==> src/lsr_pkg.sv <==
// ----------------------------------------------------------------------------
// lsr_pkg: shared types and constants
// payload structs, register indexes, controller states and command bundles
// ----------------------------------------------------------------------------
package lsr_pkg;

	localparam int MAX_DOCS     = 64;
	localparam int MAX_FEATURES = 4;
	localparam int FIELD_COUNT  = 4;
	localparam int FEAT_LIMIT   = (MAX_FEATURES < FIELD_COUNT) ? MAX_FEATURES : FIELD_COUNT;
	localparam int ADDR_W       = $clog2(MAX_DOCS);
	localparam int COUNT_W      = $clog2(MAX_DOCS + 1);
	localparam int SCORE_W      = 36;
	localparam int ID_W         = 32;
	localparam int ENTRY_W      = SCORE_W + ID_W;

	localparam logic [2:0] REG_WEIGHT_ZERO  = 3'd0;
	localparam logic [2:0] REG_WEIGHT_ONE   = 3'd1;
	localparam logic [2:0] REG_WEIGHT_TWO   = 3'd2;
	localparam logic [2:0] REG_WEIGHT_THREE = 3'd3;
	localparam logic [2:0] REG_SCORE_BIAS   = 3'd4;
	localparam logic [2:0] REG_FEATURES     = 3'd5;

	typedef struct packed {
		logic signed [31:0] document_id;
		logic signed [15:0] feature_zero;
		logic signed [15:0] feature_one;
		logic signed [15:0] feature_two;
		logic signed [15:0] feature_three;
		logic               last_document;
	} in_item_t;

	typedef struct packed {
		logic signed [31:0] ranked_id;
		logic               ranked_last;
		logic               dropped_some;
	} out_item_t;

	typedef enum logic [2:0] {
		ST_IDLE,
		ST_SCORE,
		ST_SEARCH,
		ST_SHIFT,
		ST_WRITE,
		ST_EMIT
	} state_t;

	// controller to datapath
	typedef struct packed {
		logic               load;      // capture item, start score
		logic               mac;       // one multiply-accumulate step
		logic               rd_en;
		logic [ADDR_W-1:0]  rd_addr;
		logic               wr_en;
		logic [ADDR_W-1:0]  wr_addr;
		logic               wr_new;    // write new entry instead of shifted one
	} dp_cmd_t;

	// datapath to controller
	typedef struct packed {
		logic mac_done;
		logic rd_less;   // entry just read scores below the new one
		logic last;
	} dp_sts_t;

endpackage

==> src/lsr_ctrl.sv <==
// ----------------------------------------------------------------------------
// lsr_ctrl: sequencer for scoring, sorted insert and emission
// walks the store from the tail while shifting, then reads it out in order
// ----------------------------------------------------------------------------
module lsr_ctrl (
	input  logic                         clk,
	input  logic                         arst_n,
	input  logic                         start,
	output logic                         busy,
	input  lsr_pkg::dp_sts_t             sts,
	output lsr_pkg::dp_cmd_t             cmd,
	output logic                         emit_valid,
	output logic                         emit_last,
	output logic                         emit_drop
);
	lsr_pkg::state_t state_q, state_d;
	logic [lsr_pkg::COUNT_W-1:0] count_q, count_d;
	logic [lsr_pkg::COUNT_W-1:0] pos_q, pos_d;   // free slot while shifting
	logic                        ovf_q, ovf_d;
	logic                        pend_q, pend_d; // a read is in flight in emit

	function automatic logic [lsr_pkg::ADDR_W-1:0] lsr_lsb(
		input logic [lsr_pkg::COUNT_W-1:0] v);
		lsr_lsb = v[lsr_pkg::ADDR_W-1:0];
	endfunction

	always_ff @(posedge clk or negedge arst_n) begin
		if (!arst_n) begin
			state_q <= lsr_pkg::ST_IDLE;
			count_q <= '0;
			pos_q   <= '0;
			ovf_q   <= 1'b0;
			pend_q  <= 1'b0;
		end else begin
			state_q <= state_d;
			count_q <= count_d;
			pos_q   <= pos_d;
			ovf_q   <= ovf_d;
			pend_q  <= pend_d;
		end
	end

	always_comb begin
		state_d    = state_q;
		count_d    = count_q;
		pos_d      = pos_q;
		ovf_d      = ovf_q;
		pend_d     = 1'b0;
		cmd        = '0;
		emit_valid = 1'b0;
		emit_last  = 1'b0;
		emit_drop  = ovf_q;
		busy       = (state_q != lsr_pkg::ST_IDLE);
		unique case (state_q)
			lsr_pkg::ST_IDLE: begin
				if (start) begin
					cmd.load = 1'b1;
					state_d  = lsr_pkg::ST_SCORE;
				end
			end
			lsr_pkg::ST_SCORE: begin
				cmd.mac = 1'b1;
				if (sts.mac_done) begin
					pos_d = count_q;
					if (count_q == lsr_pkg::COUNT_W'(lsr_pkg::MAX_DOCS)) begin
						ovf_d = 1'b1;
						if (sts.last) begin
							state_d = lsr_pkg::ST_EMIT;
							pos_d   = '0;
						end else begin
							state_d = lsr_pkg::ST_IDLE;
						end
					end else if (count_q == '0) begin
						state_d = lsr_pkg::ST_WRITE;
					end else begin
						cmd.rd_en   = 1'b1;
						cmd.rd_addr = lsr_lsb(count_q - 1'b1);
						state_d     = lsr_pkg::ST_SEARCH;
					end
				end
			end
			lsr_pkg::ST_SEARCH: begin
				// entry pos-1 is on the read port
				if (sts.rd_less) begin
					cmd.wr_en   = 1'b1;
					cmd.wr_addr = lsr_lsb(pos_q);
					pos_d       = pos_q - 1'b1;
					if (pos_q == lsr_pkg::COUNT_W'(1)) begin
						state_d = lsr_pkg::ST_WRITE;
					end else begin
						cmd.rd_en   = 1'b1;
						cmd.rd_addr = lsr_lsb(pos_q - 2'd2);
					end
				end else begin
					state_d = lsr_pkg::ST_WRITE;
				end
			end
			lsr_pkg::ST_WRITE: begin
				cmd.wr_en   = 1'b1;
				cmd.wr_new  = 1'b1;
				cmd.wr_addr = lsr_lsb(pos_q);
				count_d     = count_q + 1'b1;
				pos_d       = '0;
				state_d     = sts.last ? lsr_pkg::ST_EMIT : lsr_pkg::ST_IDLE;
			end
			lsr_pkg::ST_EMIT: begin
				// pos counts reads issued; each result shows in the cycle after its read
				emit_valid = pend_q;
				emit_last  = pend_q && (pos_q == count_q);
				if (pos_q < count_q) begin
					cmd.rd_en   = 1'b1;
					cmd.rd_addr = lsr_lsb(pos_q);
					pos_d       = pos_q + 1'b1;
					pend_d      = 1'b1;
				end else begin
					state_d = lsr_pkg::ST_IDLE;
					count_d = '0;
					ovf_d   = 1'b0;
				end
			end
			default: state_d = lsr_pkg::ST_IDLE;
		endcase
	end

`ifndef NO_ASSERTIONS
	a_count_range: assert property (@(posedge clk) disable iff (!arst_n)
		count_q <= lsr_pkg::COUNT_W'(lsr_pkg::MAX_DOCS))
		else $error("stored count above capacity");
	a_emit_in_emit: assert property (@(posedge clk) disable iff (!arst_n)
		emit_valid |-> (state_q == lsr_pkg::ST_EMIT))
		else $error("result outside emission");
	a_last_clears: assert property (@(posedge clk) disable iff (!arst_n)
		(emit_valid && emit_last) |=> (count_q == '0) && !ovf_q)
		else $error("store not emptied after ranking");
`endif
endmodule

==> config.mk <==
export PLATFORM = sky130hd
export DESIGN_NAME = lsr_ctrl
export DESIGN_NICKNAME = d
export VERILOG_FILES = /design/src/lsr_pkg.sv /design/src/lsr_ctrl.sv
export SDC_FILE = /design/constraint.sdc
export NUM_CORES = 1
export LEC_CHECK = 0
export ABC_AREA = 1
export BUFFER_PORTS_ARGS = -buffer_cell sky130_fd_sc_hd__buf_2
export CAP_MARGIN = 40
export CORE_MARGIN = 1
export CORE_UTILIZATION = 40
export DETAILED_ROUTE_END_ITERATION = 16
export SYNTH_ARGS = -nofsm -noshare
export SYNTH_HDL_FRONTEND = slang
export SYNTH_SLANG_ARGS = --single-unit
==> constraint.sdc <==
create_clock -name clk -period 2.8 [get_ports clk]
set_clock_uncertainty 0.2 [all_clocks]
set_input_delay 0.28 -clock clk [delete_from_list [all_inputs] [get_ports clk]]
set_output_delay 0.28 -clock clk [all_outputs]
set_load 0.05 [all_outputs]
; Yosys cells after proc, flatten, opt, wreduce, memory -nomap -nowiden
; Cells that the tools add are included.
[word_totals]
reg_bits = 19
input_bits = 6
output_inout_bits = 21
wordCells = 73
[op_classes]
addsub = 5
n_lt_le_gt_ge = 1
eq_ne = 14
mux = 37
n_reduce_logical = 11
[op_table]
columns = op, n
row1 = $mux 7, 11
row2 = $pmux 7 s2, 2
row3 = $pmux 7 s4, 1
row4 = $mux 3, 8
row5 = $pmux 7 s3, 1
row6 = $pmux 3 s5, 1
row7 = $add 7x1->7 const B, 2
row8 = $mux 14, 1
row9 = $ne 2x2->1 const B, 6
row10 = $reduce_and 4->1, 3
row11 = $mux 1, 11
row12 = $eq 7x1->1 const B, 1
row13 = $eq 7x7->1, 1
row14 = $eq 7x7->1 const B, 1
row15 = $logic_not 7->1, 1
row16 = $lt 7x7->1, 1
row17 = $sub 7x1->7 const B, 1
row18 = $eq 3x3->1 const B, 2
row19 = $sub 6x1->6 const B, 1
row20 = $sub 6x2->6 const B, 1
row21 = $reduce_bool 2->1, 2
row22 = $reduce_bool 4->1, 1
row23 = $eq 3x1->1 const B, 1
row24 = $eq 3x2->1 const B, 1
row25 = other kinds (6), 6

; Longest topological paths before layout
[depth]
ltp_word = 5
ltp_mapped = 11
ltp_nobuf = 10

; Least setup slack after synthesis
; No wires, ideal clock.
[synth_timing]
kind = flip-flop to output port
start = register count_q[4] (netlist name)
end = output port emit_last
arrival_time_ns = 2.120
path_slack_ns = 0.200
path_stages_with_launch = 8
path_buffers = 1
path_cell_list = dfrtp_1 > buf_2 > inv_1 > ha_1 > nand2_1 > nor2_1 > nand4_1 > nor3_1
[synth_via]
elab_chain_cells = 3
[synth_lines]
columns = item, line_no
row1 = start: declaration, lsr_ctrl.sv:17  ; logic [lsr_pkg::COUNT_W-1:0] count_q, count_d;
row2 = start signal: assignment, lsr_ctrl.sv:36  ; count_q <= count_d;
row3 = $eq 7x7->1, lsr_ctrl.sv:109  ; emit_last = pend_q && (pos_q == count_q);
row4 = $logic_and 1x1->1, lsr_ctrl.sv:109
row5 = $mux 1, lsr_ctrl.sv:54  ; unique case (state_q)
row6 = end: declaration, lsr_ctrl.sv:13  ; output logic emit_last,
; Every way passes these cells.

==> impl_metrics.json <==
{
  "pre_cts_ws_ps": 340,
  "nFillCells": 505,
  "rsz0062_at_grt": "no",
  "fin_nets": 359,
  "setup_ws_ps": 150,
  "cts.path.max_buffers": 2,
  "syn_nets": 330,
  "post_cts.repair.setup_buffers": 0,
  "multiInputGateArea_mm2": 0.00131,
  "overflow": 0,
  "power_density_mw_per_mm2": 1170,
  "instances_no_fill": 404,
  "drt_pass1_iterations": 4,
  "crit_path_max_fanout": 7,
  "yosysSeqAreaShare_pct": 23.9,
  "grt_pass1_vias": 1842,
  "slew_viol_final": 0,
  "ios": 27,
  "place_hpwl_mm": 4.37,
  "drive_above_1_share_pct": 17.8,
  "finalCritPeriodShare_pct": 94.6,
  "endpoint_kind": "primary output",
  "ys_async_sr_fraction_pct": 100,
  "design.die.area_mm2": 0.00525,
  "htreeDepth": 1,
  "outcome": "complete, no violations",
  "syn_area_mm2": 0.00199,
  "mostFrequentLayoutCells": "nand2_1, inv_1, nand3_1",
  "die_h_um": 72.5,
  "synthCells": 309,
  "cts_buffers": 3,
  "hold_viol_final": 0,
  "synth.distinct_cells": 31,
  "ant_nets": 0,
  "yosysWarnings": 0,
  "clkSinkCount": 19,
  "antenna_found_initial": 0,
  "fmax_mhz": 377,
  "grt_first_pass_wirelength_mm": 9.09,
  "cap_viol_max_count": 0,
  "viasPerCell": 5.08,
  "port_buffers": 26,
  "dieWidth_um": 72.5,
  "cts-root-buf": "clkbuf_8",
  "critical_path.startpoint_type": "flop",
  "row_count": 25,
  "coreArea_mm2": 0.00475,
  "leakagePower_nw": 1.27,
  "cp_data_required_time_ps": 2320,
  "synthToLayoutAreaGrowth_pct": 14.2,
  "grt_max_degree": 20,
  "worst_slew_pin_slew_ps": 467,
  "gp_congestion": 0.934,
  "clk_pin_slew_ps": 80,
  "synth_ff_type": "dfrtp_1",
  "hp-class": "input pin to flop",
  "drt_first_iter_violations": 161,
  "vias": 2052,
  "seqCellArea_um2": 479,
  "peakVddDrop_mv": 0.787,
  "critPathArrivalTime_ps": 2170,
  "relSlewSlack_pct": 68.9,
  "synth_edf_count": 0,
  "period_needed_ps": 2650,
  "ys_seq_elements": 19,
  "finalSetupTns_ps": 0,
  "clk-insertion-delay-late_ps": 260,
  "start_util_pct": 41.8,
  "grt_usage_pct": 22.6,
  "setup_viol": 0,
  "diodes": 0,
  "syn_area_per_cell_um2": 6.43,
  "wl_mm": 5.52,
  "drt-wirelength-per-cell_um": 13.7,
  "drc_errors": 0,
  "dp.cells": 399,
  "cts_tree": "built",
  "final_common_cell": "nand2_1",
  "setup.worst_path.class": "flop to primary output"
}
-- cell usage after synthesis (3+ instances only) --
cell type  count  area share, %
xor2_1         8            3.5
nor3_1         6            1.5
a21oi_1        6            1.5
o211ai_1       4            1.5
nor2_4         3            1.7
dfrtp_1       19             24
buf_2          7            1.8
nand4_1       10            3.2
nand2_4        3            1.7
ha_1          15            9.5
o21ai_0       10            2.5
nand2_1       94             18
inv_1         37            7.0
nand3_1       34            8.6
nor2_1        32            6.0
-- final cells by class --
class | instances | share of cell area [%]
flip-flops and latches | 19 | 21.1
well taps | 67 | 3.70
repair buffers | 33 | 8.60
inverters | 40 | 6.67
clock buffers | 3 | 1.82
multi-input cells | 241 | 57.9
clock inverters | 1 | 0.221
-- registers in the layout (all words and copies together) (netlist names) --
name       flops
count_q        7
emit_drop      1
pend_q         1
pos_q          7
state_q        3
-- worst max-delay path, cell delays in order, from the launching register on --
cell and delay (ps):
dfrtp_2 460, inv_1 170, ha_1 270, nand2_1 70
nand2_1 60, a21oi_2 160, nand3_2 180, inv_2 140
nand2_1 60, nand3_1 100, clkbuf_4 230
-- worst paths after layout --
check / start / end / slack (ps) / depth (start not counted)
setup reg to reg: count_q[4] / pos_q[2] / 440 / 10
hold reg to reg: emit_drop / emit_drop / 270 / 2
hold / removal: sts[2] / emit_drop / 170 / 3
max in group asynchronous: arst_n / count_q[4] / 1750 / 2
setup / recovery: count_q[4] / cmd[9] / 150 / 10
min in group asynchronous: arst_n / count_q[3] / 300 / 2
-- through the flow --
step           cell area (um2)  power, W  hold slack (ps)  util [%]
6_report                  2270   0.00267              171      47.7
5_1_grt                   2270   0.00291              185      47.7
4_1_cts                   2250   0.00264              169      47.3
3_5_place_dp              2190   0.00243             60.1      46.1
3_3_place_gp              2190   0.00244             61.3      46.1
2_1_floorplan             1990   0.00198             -216         -
-- layer usage --
layer	share of wire (%)	routed length, um	vias to the layer above	GRT usage, %
met5	0	0	-	0
met4	1.0	57	0	4.79
met3	5.0	277	6	3.47
met2	45	2500	61	36.8
met1	49	2680	936	31.7
li1	-	-	1049	-
-- power by group --
part	switching (W)	total [W]	internal, W
logic	0.00137	0.00196	0.000586
registers	0.000143	0.000503	0.000360
clock network	0.000104	0.000203	0.0000993
total	0.00162	0.00267	0.00105
-- kinds of logic after synthesis --
family	synth area share (%)
DFF	23.9
and+or+nand+nor	44.3
buffers and inverters	10.2
AOI/OAI and AO/OA	8.57
xor gates and xnor gates	3.53
adders and majority gates	9.45
-- repair_timing --
| action | in CTS | in global routing |
|---|---|---|
| endpoints found under the hold margin | 19 | 0 |
| setup endpoints to repair | 0 | 6 |
| hold buffers | 1 | 0 |
| resized for setup | 0 | 10 |
(Power assumes the default switching activity.)
