## src/lsr_pkg.sv

```systemverilog
// ----------------------------------------------------------------------------
// lsr_pkg: shared types and constants
// payload structs, register indexes, controller states and command bundles
// ----------------------------------------------------------------------------
package lsr_pkg;

	localparam int MAX_DOCS     = 64;
	localparam int MAX_FEATURES = 4;
	localparam int FIELD_COUNT  = 4;
	localparam int FEAT_LIMIT   = (MAX_FEATURES < FIELD_COUNT) ? MAX_FEATURES : FIELD_COUNT;
	localparam int ADDR_W       = $clog2(MAX_DOCS);
	localparam int COUNT_W      = $clog2(MAX_DOCS + 1);
	localparam int SCORE_W      = 36;
	localparam int ID_W         = 32;
	localparam int ENTRY_W      = SCORE_W + ID_W;

	localparam logic [2:0] REG_WEIGHT_ZERO  = 3'd0;
	localparam logic [2:0] REG_WEIGHT_ONE   = 3'd1;
	localparam logic [2:0] REG_WEIGHT_TWO   = 3'd2;
	localparam logic [2:0] REG_WEIGHT_THREE = 3'd3;
	localparam logic [2:0] REG_SCORE_BIAS   = 3'd4;
	localparam logic [2:0] REG_FEATURES     = 3'd5;

	typedef struct packed {
		logic signed [31:0] document_id;
		logic signed [15:0] feature_zero;
		logic signed [15:0] feature_one;
		logic signed [15:0] feature_two;
		logic signed [15:0] feature_three;
		logic               last_document;
	} in_item_t;

	typedef struct packed {
		logic signed [31:0] ranked_id;
		logic               ranked_last;
		logic               dropped_some;
	} out_item_t;

	typedef enum logic [2:0] {
		ST_IDLE,
		ST_SCORE,
		ST_SEARCH,
		ST_SHIFT,
		ST_WRITE,
		ST_EMIT
	} state_t;

	// controller to datapath
	typedef struct packed {
		logic               load;      // capture item, start score
		logic               mac;       // one multiply-accumulate step
		logic               rd_en;
		logic [ADDR_W-1:0]  rd_addr;
		logic               wr_en;
		logic [ADDR_W-1:0]  wr_addr;
		logic               wr_new;    // write new entry instead of shifted one
	} dp_cmd_t;

	// datapath to controller
	typedef struct packed {
		logic mac_done;
		logic rd_less;   // entry just read scores below the new one
		logic last;
	} dp_sts_t;

endpackage

```

## src/lsr_ram.sv

```systemverilog
// ----------------------------------------------------------------------------
// lsr_ram: generic single-port-write ram
// one write and one registered read per cycle
// ----------------------------------------------------------------------------
module lsr_ram #(
	parameter int WIDTH = 8,
	parameter int DEPTH = 16
) (
	input  logic                     clk,
	input  logic                     wr_en,
	input  logic [$clog2(DEPTH)-1:0] wr_addr,
	input  logic [WIDTH-1:0]         wr_data,
	input  logic                     rd_en,
	input  logic [$clog2(DEPTH)-1:0] rd_addr,
	output logic [WIDTH-1:0]         rd_data
);
	logic [WIDTH-1:0] mem_q [DEPTH];

	always_ff @(posedge clk) begin
		if (wr_en) begin
			mem_q[wr_addr] <= wr_data;
		end
		if (rd_en) begin
			rd_data <= mem_q[rd_addr];
		end
	end
endmodule

```

## src/lsr_datapath.sv

```systemverilog
// ----------------------------------------------------------------------------
// lsr_datapath: scoring and store datapath
// serial multiply-accumulate, sorted store ram and compare
// ----------------------------------------------------------------------------
module lsr_datapath (
	input  logic                       clk,
	input  lsr_pkg::in_item_t          item,
	input  logic signed [15:0]         weight [lsr_pkg::FIELD_COUNT],
	input  logic signed [31:0]         score_bias,
	input  logic [2:0]                 features_in_use,
	input  lsr_pkg::dp_cmd_t           cmd,
	output lsr_pkg::dp_sts_t           sts,
	output logic signed [31:0]         rd_id
);
	localparam int FI_W = $clog2(lsr_pkg::FIELD_COUNT + 1);

	logic signed [15:0]                 feat_q [lsr_pkg::FIELD_COUNT];
	logic signed [31:0]                 id_q;
	logic                               last_q;
	logic [FI_W-1:0]                    fidx_q;
	logic [FI_W-1:0]                    limit_q;
	logic signed [lsr_pkg::SCORE_W-1:0] acc_q;
	logic signed [31:0]                 prod;
	logic [lsr_pkg::ENTRY_W-1:0]        rd_data;
	logic [lsr_pkg::ENTRY_W-1:0]        wr_data;
	logic [2:0]                         lim;

	always_comb begin
		lim = features_in_use;
		if (lim > 3'(lsr_pkg::FEAT_LIMIT)) begin
			lim = 3'(lsr_pkg::FEAT_LIMIT);
		end
	end

	assign prod = feat_q[fidx_q[FI_W-2:0]] * weight[fidx_q[FI_W-2:0]];

	always_ff @(posedge clk) begin
		if (cmd.load) begin
			feat_q[0] <= item.feature_zero;
			feat_q[1] <= item.feature_one;
			feat_q[2] <= item.feature_two;
			feat_q[3] <= item.feature_three;
			id_q      <= item.document_id;
			last_q    <= item.last_document;
			fidx_q    <= '0;
			limit_q   <= FI_W'(lim);
			acc_q     <= lsr_pkg::SCORE_W'(score_bias);
		end else if (cmd.mac && (fidx_q < limit_q)) begin
			acc_q  <= acc_q + lsr_pkg::SCORE_W'(prod);
			fidx_q <= fidx_q + 1'b1;
		end
	end

	// new entry or the one just read, moved one place down
	assign wr_data = cmd.wr_new ? {acc_q, id_q} : rd_data;

	lsr_ram #(.WIDTH(lsr_pkg::ENTRY_W), .DEPTH(lsr_pkg::MAX_DOCS)) u_store (
		.clk    (clk),
		.wr_en  (cmd.wr_en),
		.wr_addr(cmd.wr_addr),
		.wr_data(wr_data),
		.rd_en  (cmd.rd_en),
		.rd_addr(cmd.rd_addr),
		.rd_data(rd_data)
	);

	assign sts.mac_done = (fidx_q >= limit_q);
	assign sts.rd_less  = $signed(rd_data[lsr_pkg::ENTRY_W-1:lsr_pkg::ID_W]) < acc_q;
	assign sts.last     = last_q;
	assign rd_id        = rd_data[lsr_pkg::ID_W-1:0];
endmodule

```

## config.mk

```make
export PLATFORM = sky130hd
export DESIGN_NAME = lsr_datapath
export DESIGN_NICKNAME = d
export VERILOG_FILES = /design/src/lsr_pkg.sv /design/src/lsr_ram.sv /design/src/lsr_datapath.sv
export SDC_FILE = /design/constraint.sdc
export NUM_CORES = 2
export LEC_CHECK = 0
export BUFFER_PORTS_ARGS = -buffer_cell sky130_fd_sc_hd__buf_4
export CAP_MARGIN = 10
export CORE_MARGIN = 2
export CORE_UTILIZATION = 55
export CTS_BUF_LIST = sky130_fd_sc_hd__clkbuf_16
export CTS_CLUSTER_SIZE = 16
export DETAILED_ROUTE_END_ITERATION = 10
export PLACE_DENSITY = 0.71
export SLEW_MARGIN = 20
export SYNTH_ARGS = -nofsm -noshare
export SYNTH_HDL_FRONTEND = slang
export SYNTH_HIERARCHICAL = 1
export SYNTH_MEMORY_MAX_BITS = 65536
export SYNTH_SLANG_ARGS = --single-unit
```

## constraint.sdc

```tcl
create_clock -name clk -period 16.4 [get_ports clk]
set_input_delay 1.64 -clock clk [delete_from_list [all_inputs] [get_ports clk]]
set_output_delay 1.64 -clock clk [all_outputs]
set_load 0.03 [all_outputs]
```

Word-level counts from Yosys, hierarchy flattened
Memories as Yosys holds them, arrays and structs flattened. A register that Yosys moved wholly into a read port is not among the register bits.
Cells that the tools add are included.

word-level totals
  flip-flop bits (word level) = 75
  bits in latches = 0
  bits in writable memories = 4416
  ROM bits = 0
  input bits = 214
  output and inout bits = 35
  memories kept = 2

memory list
  memory         words  bits a word  rd ports  clocked after Yosys merged registers in  write ports  line                RTL
  u_store.mem_q  64     68           1         1                                        1            lsr_ram.sv:17       logic [WIDTH-1:0] mem_q [DEPTH];
  feat_q         4      16           1         1                                        4            lsr_datapath.sv:17  logic signed [15:0] feat_q [lsr_pkg::FIELD_COUNT];

cells by class
  add/sub/neg operators = 2
  $mul = 1
  div/mod/pow operators = 0
  magnitude comparators = 5
  equality and inequality tests = 0
  shifts and indexed selects = 0
  mux-type cells = 12
  bitwise logic cells = 1
  reduce and logical (&&, ||, !) cells = 2

operator list
  operator                                                       number
  36-bit two-way mux                                             2
  68-bit two-way mux                                             1
  36-bit by 32-bit adder with 36-bit output                      1
  36-bit < comparator                                            1
  16-bit binary-select mux with 2-bit select                     1
  16-bit by 16-bit multiplier with 32-bit output                 1
  16-bit two-way mux                                             2
  1-bit two-way mux                                              4
  2-bit two-way mux                                              2
  3-bit by 1-bit adder with 3-bit output, second input constant  1
  3-bit >= comparator                                            1
  3-bit >= comparator, second input constant                     1
  3-bit > comparator, second input constant                      1
  3-bit < comparator                                             1
  2-bit inverter with 3-bit output                               1
  2-bit nonzero test                                             1
  1-bit logical AND                                              1

Longest topological paths before layout
  depth in word-level cells = 8
  depth in mapped cells = 29

By module
The synthesis kept the hierarchy.

modules (own cells, without submodules)
  module        instances  cells an instance  area each (um2)
  lsr_ram       1          7077               166195.6
  lsr_datapath  1          1895               19152.1

Worst setup path before layout
No wires, ideal clock.

  kind = input-to-reg
  from = input weight[18] in the netlist's numbering
  to = register acc_q[34] in the netlist's numbering, data pin
  arrival time = 7750 ps
  data required time = 16140 ps
  slack = 8390 ps
  stages on the path = 21
  path buffers = 0
  cells stage by stage = mux2_2 o21ai_1 nor2_1 inv_1 fa_1 fa_1 fa_1 fa_1 inv_1 fa_1 inv_1 fa_1 inv_1 ha_1 or4_1 a211oi_1 o21ai_1 a2111oi_2 a21oi_1 xor2_1 mux2_2

between the ends
  cells in the longest elaborated chain, start to end = 7

RTL lines
  what                                                    line                RTL
  start: declaration                                      lsr_datapath.sv:8   input logic signed [15:0] weight [lsr_pkg::FIELD_COUNT],
  16-bit binary-select mux with 2-bit select              lsr_datapath.sv:35  assign prod = feat_q[fidx_q[FI_W-2:0]] * weight[fidx_q[FI_W-2:0]];
  16-bit two-way mux (implied by the code) (2 in series)  lsr_datapath.sv:35
  16-bit by 16-bit multiplier with 32-bit output          lsr_datapath.sv:35
  36-bit by 32-bit adder with 36-bit output               lsr_datapath.sv:49  acc_q <= acc_q + lsr_pkg::SCORE_W'(prod);
  36-bit two-way mux                                      lsr_datapath.sv:48  end else if (cmd.mac && (fidx_q < limit_q)) begin
  36-bit two-way mux                                      lsr_datapath.sv:38  if (cmd.load) begin
  end signal: assignment                                  lsr_datapath.sv:47  acc_q <= lsr_pkg::SCORE_W'(score_bias);
  end signal: assignment                                  lsr_datapath.sv:49
  end: declaration                                        lsr_datapath.sv:22  logic signed [lsr_pkg::SCORE_W-1:0] acc_q;

Every way passes these cells. The select of a mux whose other input is x is not followed.
A chain may end at the register's enable or synchronous reset.

==> flow_metrics.tcl <==
set metrics [dict create \
    final_cell_count_no_fill 14310 \
    cts_setup_buffers 0 \
    grt_pass1_vias 95560 \
    worst_hold_margin_ps 560.4 \
    timing_worst_setup_path_type "reg2reg" \
    grt_antenna_before_repair 29 \
    post_synth_instance_area_um2 185300 \
    startpoint_type "register" \
    number_of_warnings_printed_during_yosys_synthesis 6 \
    cp_slowest_cell "sky130_fd_sc_hd__o21ai_1" \
    area_of_the_multi_input_gates_um2 45140 \
    clkSlewWorstSetupHoldPaths_ps 60 \
    finalHoldViolCount 0 \
    slew_headroom 0.2159 \
    slew_violations 0 \
    maxCapViolations 0 \
    syn_to_final_growth_pct 11.65 \
    die_h_um 584.5 \
    timing.critical_path.mode_cell "sky130_fd_sc_hd__fa_1" \
    worstPathMaxFanout 32 \
    crit_path_cell_trace "buf_4 > mux2_2 > o21ai_1 > nor2_1 > fa_1 > inv_1 > fa_1 > fa_1 > inv_1 > fa_1 > fa_1 > inv_1 > fa_1 > inv_1 > ha_1 > a211oi_1 > nor2_1 > o31ai_1 > or4_1 > a31oi_2 > a211o_1 > o2111a_1 > a221o_1" \
    type_of_destination_of_the_critical_path "register" \
    floorplan.io_pins 249 \
    clock_h_tree_levels 5 \
    start_util 0.5515 \
    drc_errors 0 \
    netlist_instances 8972 \
    drt-pass1-iter-count 5 \
    post_synthesis_async_set_or_reset_flop_share 0 \
    core.rowCount 213 \
    synth_common_cells "sky130_fd_sc_hd__edfxtp_1 (4556), sky130_fd_sc_hd__mux4_2 (1038), sky130_fd_sc_hd__inv_1 (428), sky130_fd_sc_hd__o22ai_1 (373), sky130_fd_sc_hd__fa_1 (314)" \
    ctsRootBufferMaster "sky130_fd_sc_hd__clkbuf_16" \
    synth_most_common_cell "sky130_fd_sc_hd__edfxtp_1" \
    cp.arrival_ps 8840 \
    number_of_sinks_driven_by_the_clock_tree 4561 \
    period_minus_slack_ps 8146 \
    wp_data_required_ps 17090 \
    critical-path-top-delay-family "adder cells" \
    hpwlAfterDp_um 283900 \
    timing.critical_path.slowest_cell_delay_ps 750 \
    worst_skew_pair.late_latency_ps 1020 \
    netlist.area_leader.share 0.7381 \
    filler_cell_count 22810 \
    setup_viol 0 \
    timing_worst_slew_pin_value_ps 1176 \
    detailroute.via_count 96860 \
    die_area_um2 341700 \
    timing.fmax_mhz 122.8 \
    antenna_left 0 \
    fin_setup_tns_ps 0 \
    hold_class "reg2reg" \
    regArea_um2 136900 \
    count_of_flip_flops_with_a_built_in_enable_after_synthesis 4556 \
    grt_first_pass_wirelength_um 719600 \
    nets 10100 \
    drt-vias-per-instance 6.768 \
    dp.cells 13490 \
    grt_setup_unrepaired "false" \
    syn_area_per_cell_um2 20.66 \
    grt_overflow 0 \
    ctsLongestPathBuffers 4 \
    postCtsResizedCells 0 \
    fin_skew_ps 78.63 \
    synth_ff_type "sky130_fd_sc_hd__edfxtp_1" \
    status "finished clean" \
    yosys.cell_types.count 65 \
    hold_buffers 0 \
    tritoncts "built" \
    netlist_top_cells_area "sky130_fd_sc_hd__edfxtp_1 (74%), sky130_fd_sc_hd__mux4_2 (13%), sky130_fd_sc_hd__fa_1 (3.4%)" \
    synth_largest_area_cell "sky130_fd_sc_hd__edfxtp_1" \
    wl_um 513000 \
    iteration_0_drc_count_of_the_detailed_router 15650 \
    synth.ff_latch_count 4561 \
    grt_usage 0.3006 \
    port-buffer-count 248 \
    die_w_um 584.5 \
    seq_area_frac_synth 0.7387 \
    synth.net_count 9646 \
    placeableCoreArea_um2 336100 \
    drive_gt1_frac 0.2388 \
    grt_start_max_net_pins 154 \
    cp_buf_inv_count 5 \
    fin_crit_sh 0.4967 \
    post_drt_wl_per_cell_um 35.85 \
    cts_buffers 437 \
    gp_congestion 0.8699 \
]
==> layout make-up <==
class | instances | share of cell area
clock buffers | 442 | 0.05345
diodes | 10 | 0.0001209
inverters | 428 | 0.007769
clock inverters | 361 | 0.01252
flip-flops and latches | 4561 | 0.6616
well taps | 4515 | 0.02730
multi-input cells | 3506 | 0.2181
repair buffers | 487 | 0.01912
==> worst reg2reg max path, stage by stage (launching register included) <==
cell and delay, ps:
sky130_fd_sc_hd__dfxtp_2 310, sky130_fd_sc_hd__buf_4 440, sky130_fd_sc_hd__mux2_2 460, sky130_fd_sc_hd__o21ai_1 750, sky130_fd_sc_hd__nor2_1 150, sky130_fd_sc_hd__fa_1 520
sky130_fd_sc_hd__inv_1 50, sky130_fd_sc_hd__fa_1 470, sky130_fd_sc_hd__fa_1 520, sky130_fd_sc_hd__inv_1 60, sky130_fd_sc_hd__fa_1 490, sky130_fd_sc_hd__fa_1 500
sky130_fd_sc_hd__inv_1 50, sky130_fd_sc_hd__fa_1 480, sky130_fd_sc_hd__inv_1 40, sky130_fd_sc_hd__ha_1 380, sky130_fd_sc_hd__a211oi_1 250, sky130_fd_sc_hd__nor2_1 100
sky130_fd_sc_hd__o31ai_1 560, sky130_fd_sc_hd__or4_1 260, sky130_fd_sc_hd__a31oi_2 140, sky130_fd_sc_hd__a211o_1 370, sky130_fd_sc_hd__o2111a_1 240, sky130_fd_sc_hd__a221o_1 260
==> cell usage in the layout (no fill, tap or decap), types with 12 or more instances in the layout <==
cell,n
sky130_fd_sc_hd__nor2b_1,89
sky130_fd_sc_hd__ha_1,146
sky130_fd_sc_hd__and2_1,22
sky130_fd_sc_hd__clkinv_1,113
sky130_fd_sc_hd__o21a_1,24
sky130_fd_sc_hd__nand2_1,205
sky130_fd_sc_hd__nand4_1,12
sky130_fd_sc_hd__fa_1,314
sky130_fd_sc_hd__bufinv_16,29
sky130_fd_sc_hd__a22oi_1,60
sky130_fd_sc_hd__mux2i_1,156
sky130_fd_sc_hd__nor4_1,58
sky130_fd_sc_hd__a21oi_1,51
sky130_fd_sc_hd__or2_2,12
sky130_fd_sc_hd__nand3_1,37
sky130_fd_sc_hd__edfxtp_1,4556
sky130_fd_sc_hd__a21o_1,24
sky130_fd_sc_hd__inv_1,512
sky130_fd_sc_hd__o22a_1,56
sky130_fd_sc_hd__o21ai_1,29
sky130_fd_sc_hd__mux2_4,43
sky130_fd_sc_hd__a31oi_1,15
sky130_fd_sc_hd__buf_12,17
sky130_fd_sc_hd__mux4_2,1038
sky130_fd_sc_hd__nor3_1,115
sky130_fd_sc_hd__o221ai_1,23
sky130_fd_sc_hd__xnor2_1,22
sky130_fd_sc_hd__clkbuf_16,442
sky130_fd_sc_hd__clkinv_2,96
sky130_fd_sc_hd__o22ai_1,373
sky130_fd_sc_hd__o211a_1,13
sky130_fd_sc_hd__mux2_2,55
sky130_fd_sc_hd__nand2b_1,13
sky130_fd_sc_hd__xor2_1,15
sky130_fd_sc_hd__a211oi_1,118
sky130_fd_sc_hd__buf_4,462
sky130_fd_sc_hd__nor2_4,63
sky130_fd_sc_hd__o21ai_0,56
sky130_fd_sc_hd__nor2_1,174
==> flip-flops by register name, indices dropped and copies added (netlist names), named ones only <==
register,flops
acc_q,36
last_q,1
u_store/mem_q,4352
fidx_q,3
u_store/rd_data,68
limit_q,3
id_q,32
feat_q,64
==> worst paths after layout <==
kind | slack (ps) | endpoint | from | cells past startpoint
worst max-delay path | 8250 | acc_q[33] | register | 23
worst min-delay path | 560 | fidx_q[2] | fidx_q[2] | 2
worst max register to register | 8250 | acc_q[33] | register | 23
worst min register to register | 560 | fidx_q[2] | fidx_q[2] | 2
==> cells by family after synthesis <==
kind of cell               synth area share
AOI/OAI and AO/OA                   0.03190
xor gates and xnor gates           0.001748
adders and majority gates           0.04377
buffers and inverters               0.02189
DFF                                  0.7387
muxes                                0.1405
and+or+nand+nor                     0.02151
==> stage by stage <==
step / utilization / setup slack, ps / cell area [um^2]
floorplan: - / 8390 / 185300
global placement: 0.5741 / 7833 / 192900
detailed placement: 0.5742 / 7868 / 193000
CTS: 0.6148 / 8233 / 206600
global route: 0.6157 / 7877 / 206900
finish: 0.6158 / 8254 / 206900
==> routing by layer <==
metal | GRT usage | part of all wire | vias up
met5 | 0 | 0.00029 | -
met4 | 0.1085 | 0.040 | 20
li1 | - | - | 37540
met2 | 0.4600 | 0.46 | 7182
met3 | 0.06374 | 0.13 | 1123
met1 | 0.4331 | 0.37 | 51000
Power is left out: the tool's default activity adds up to more than one toggle a clock period on the data nets, which glitch-free logic cannot reach.
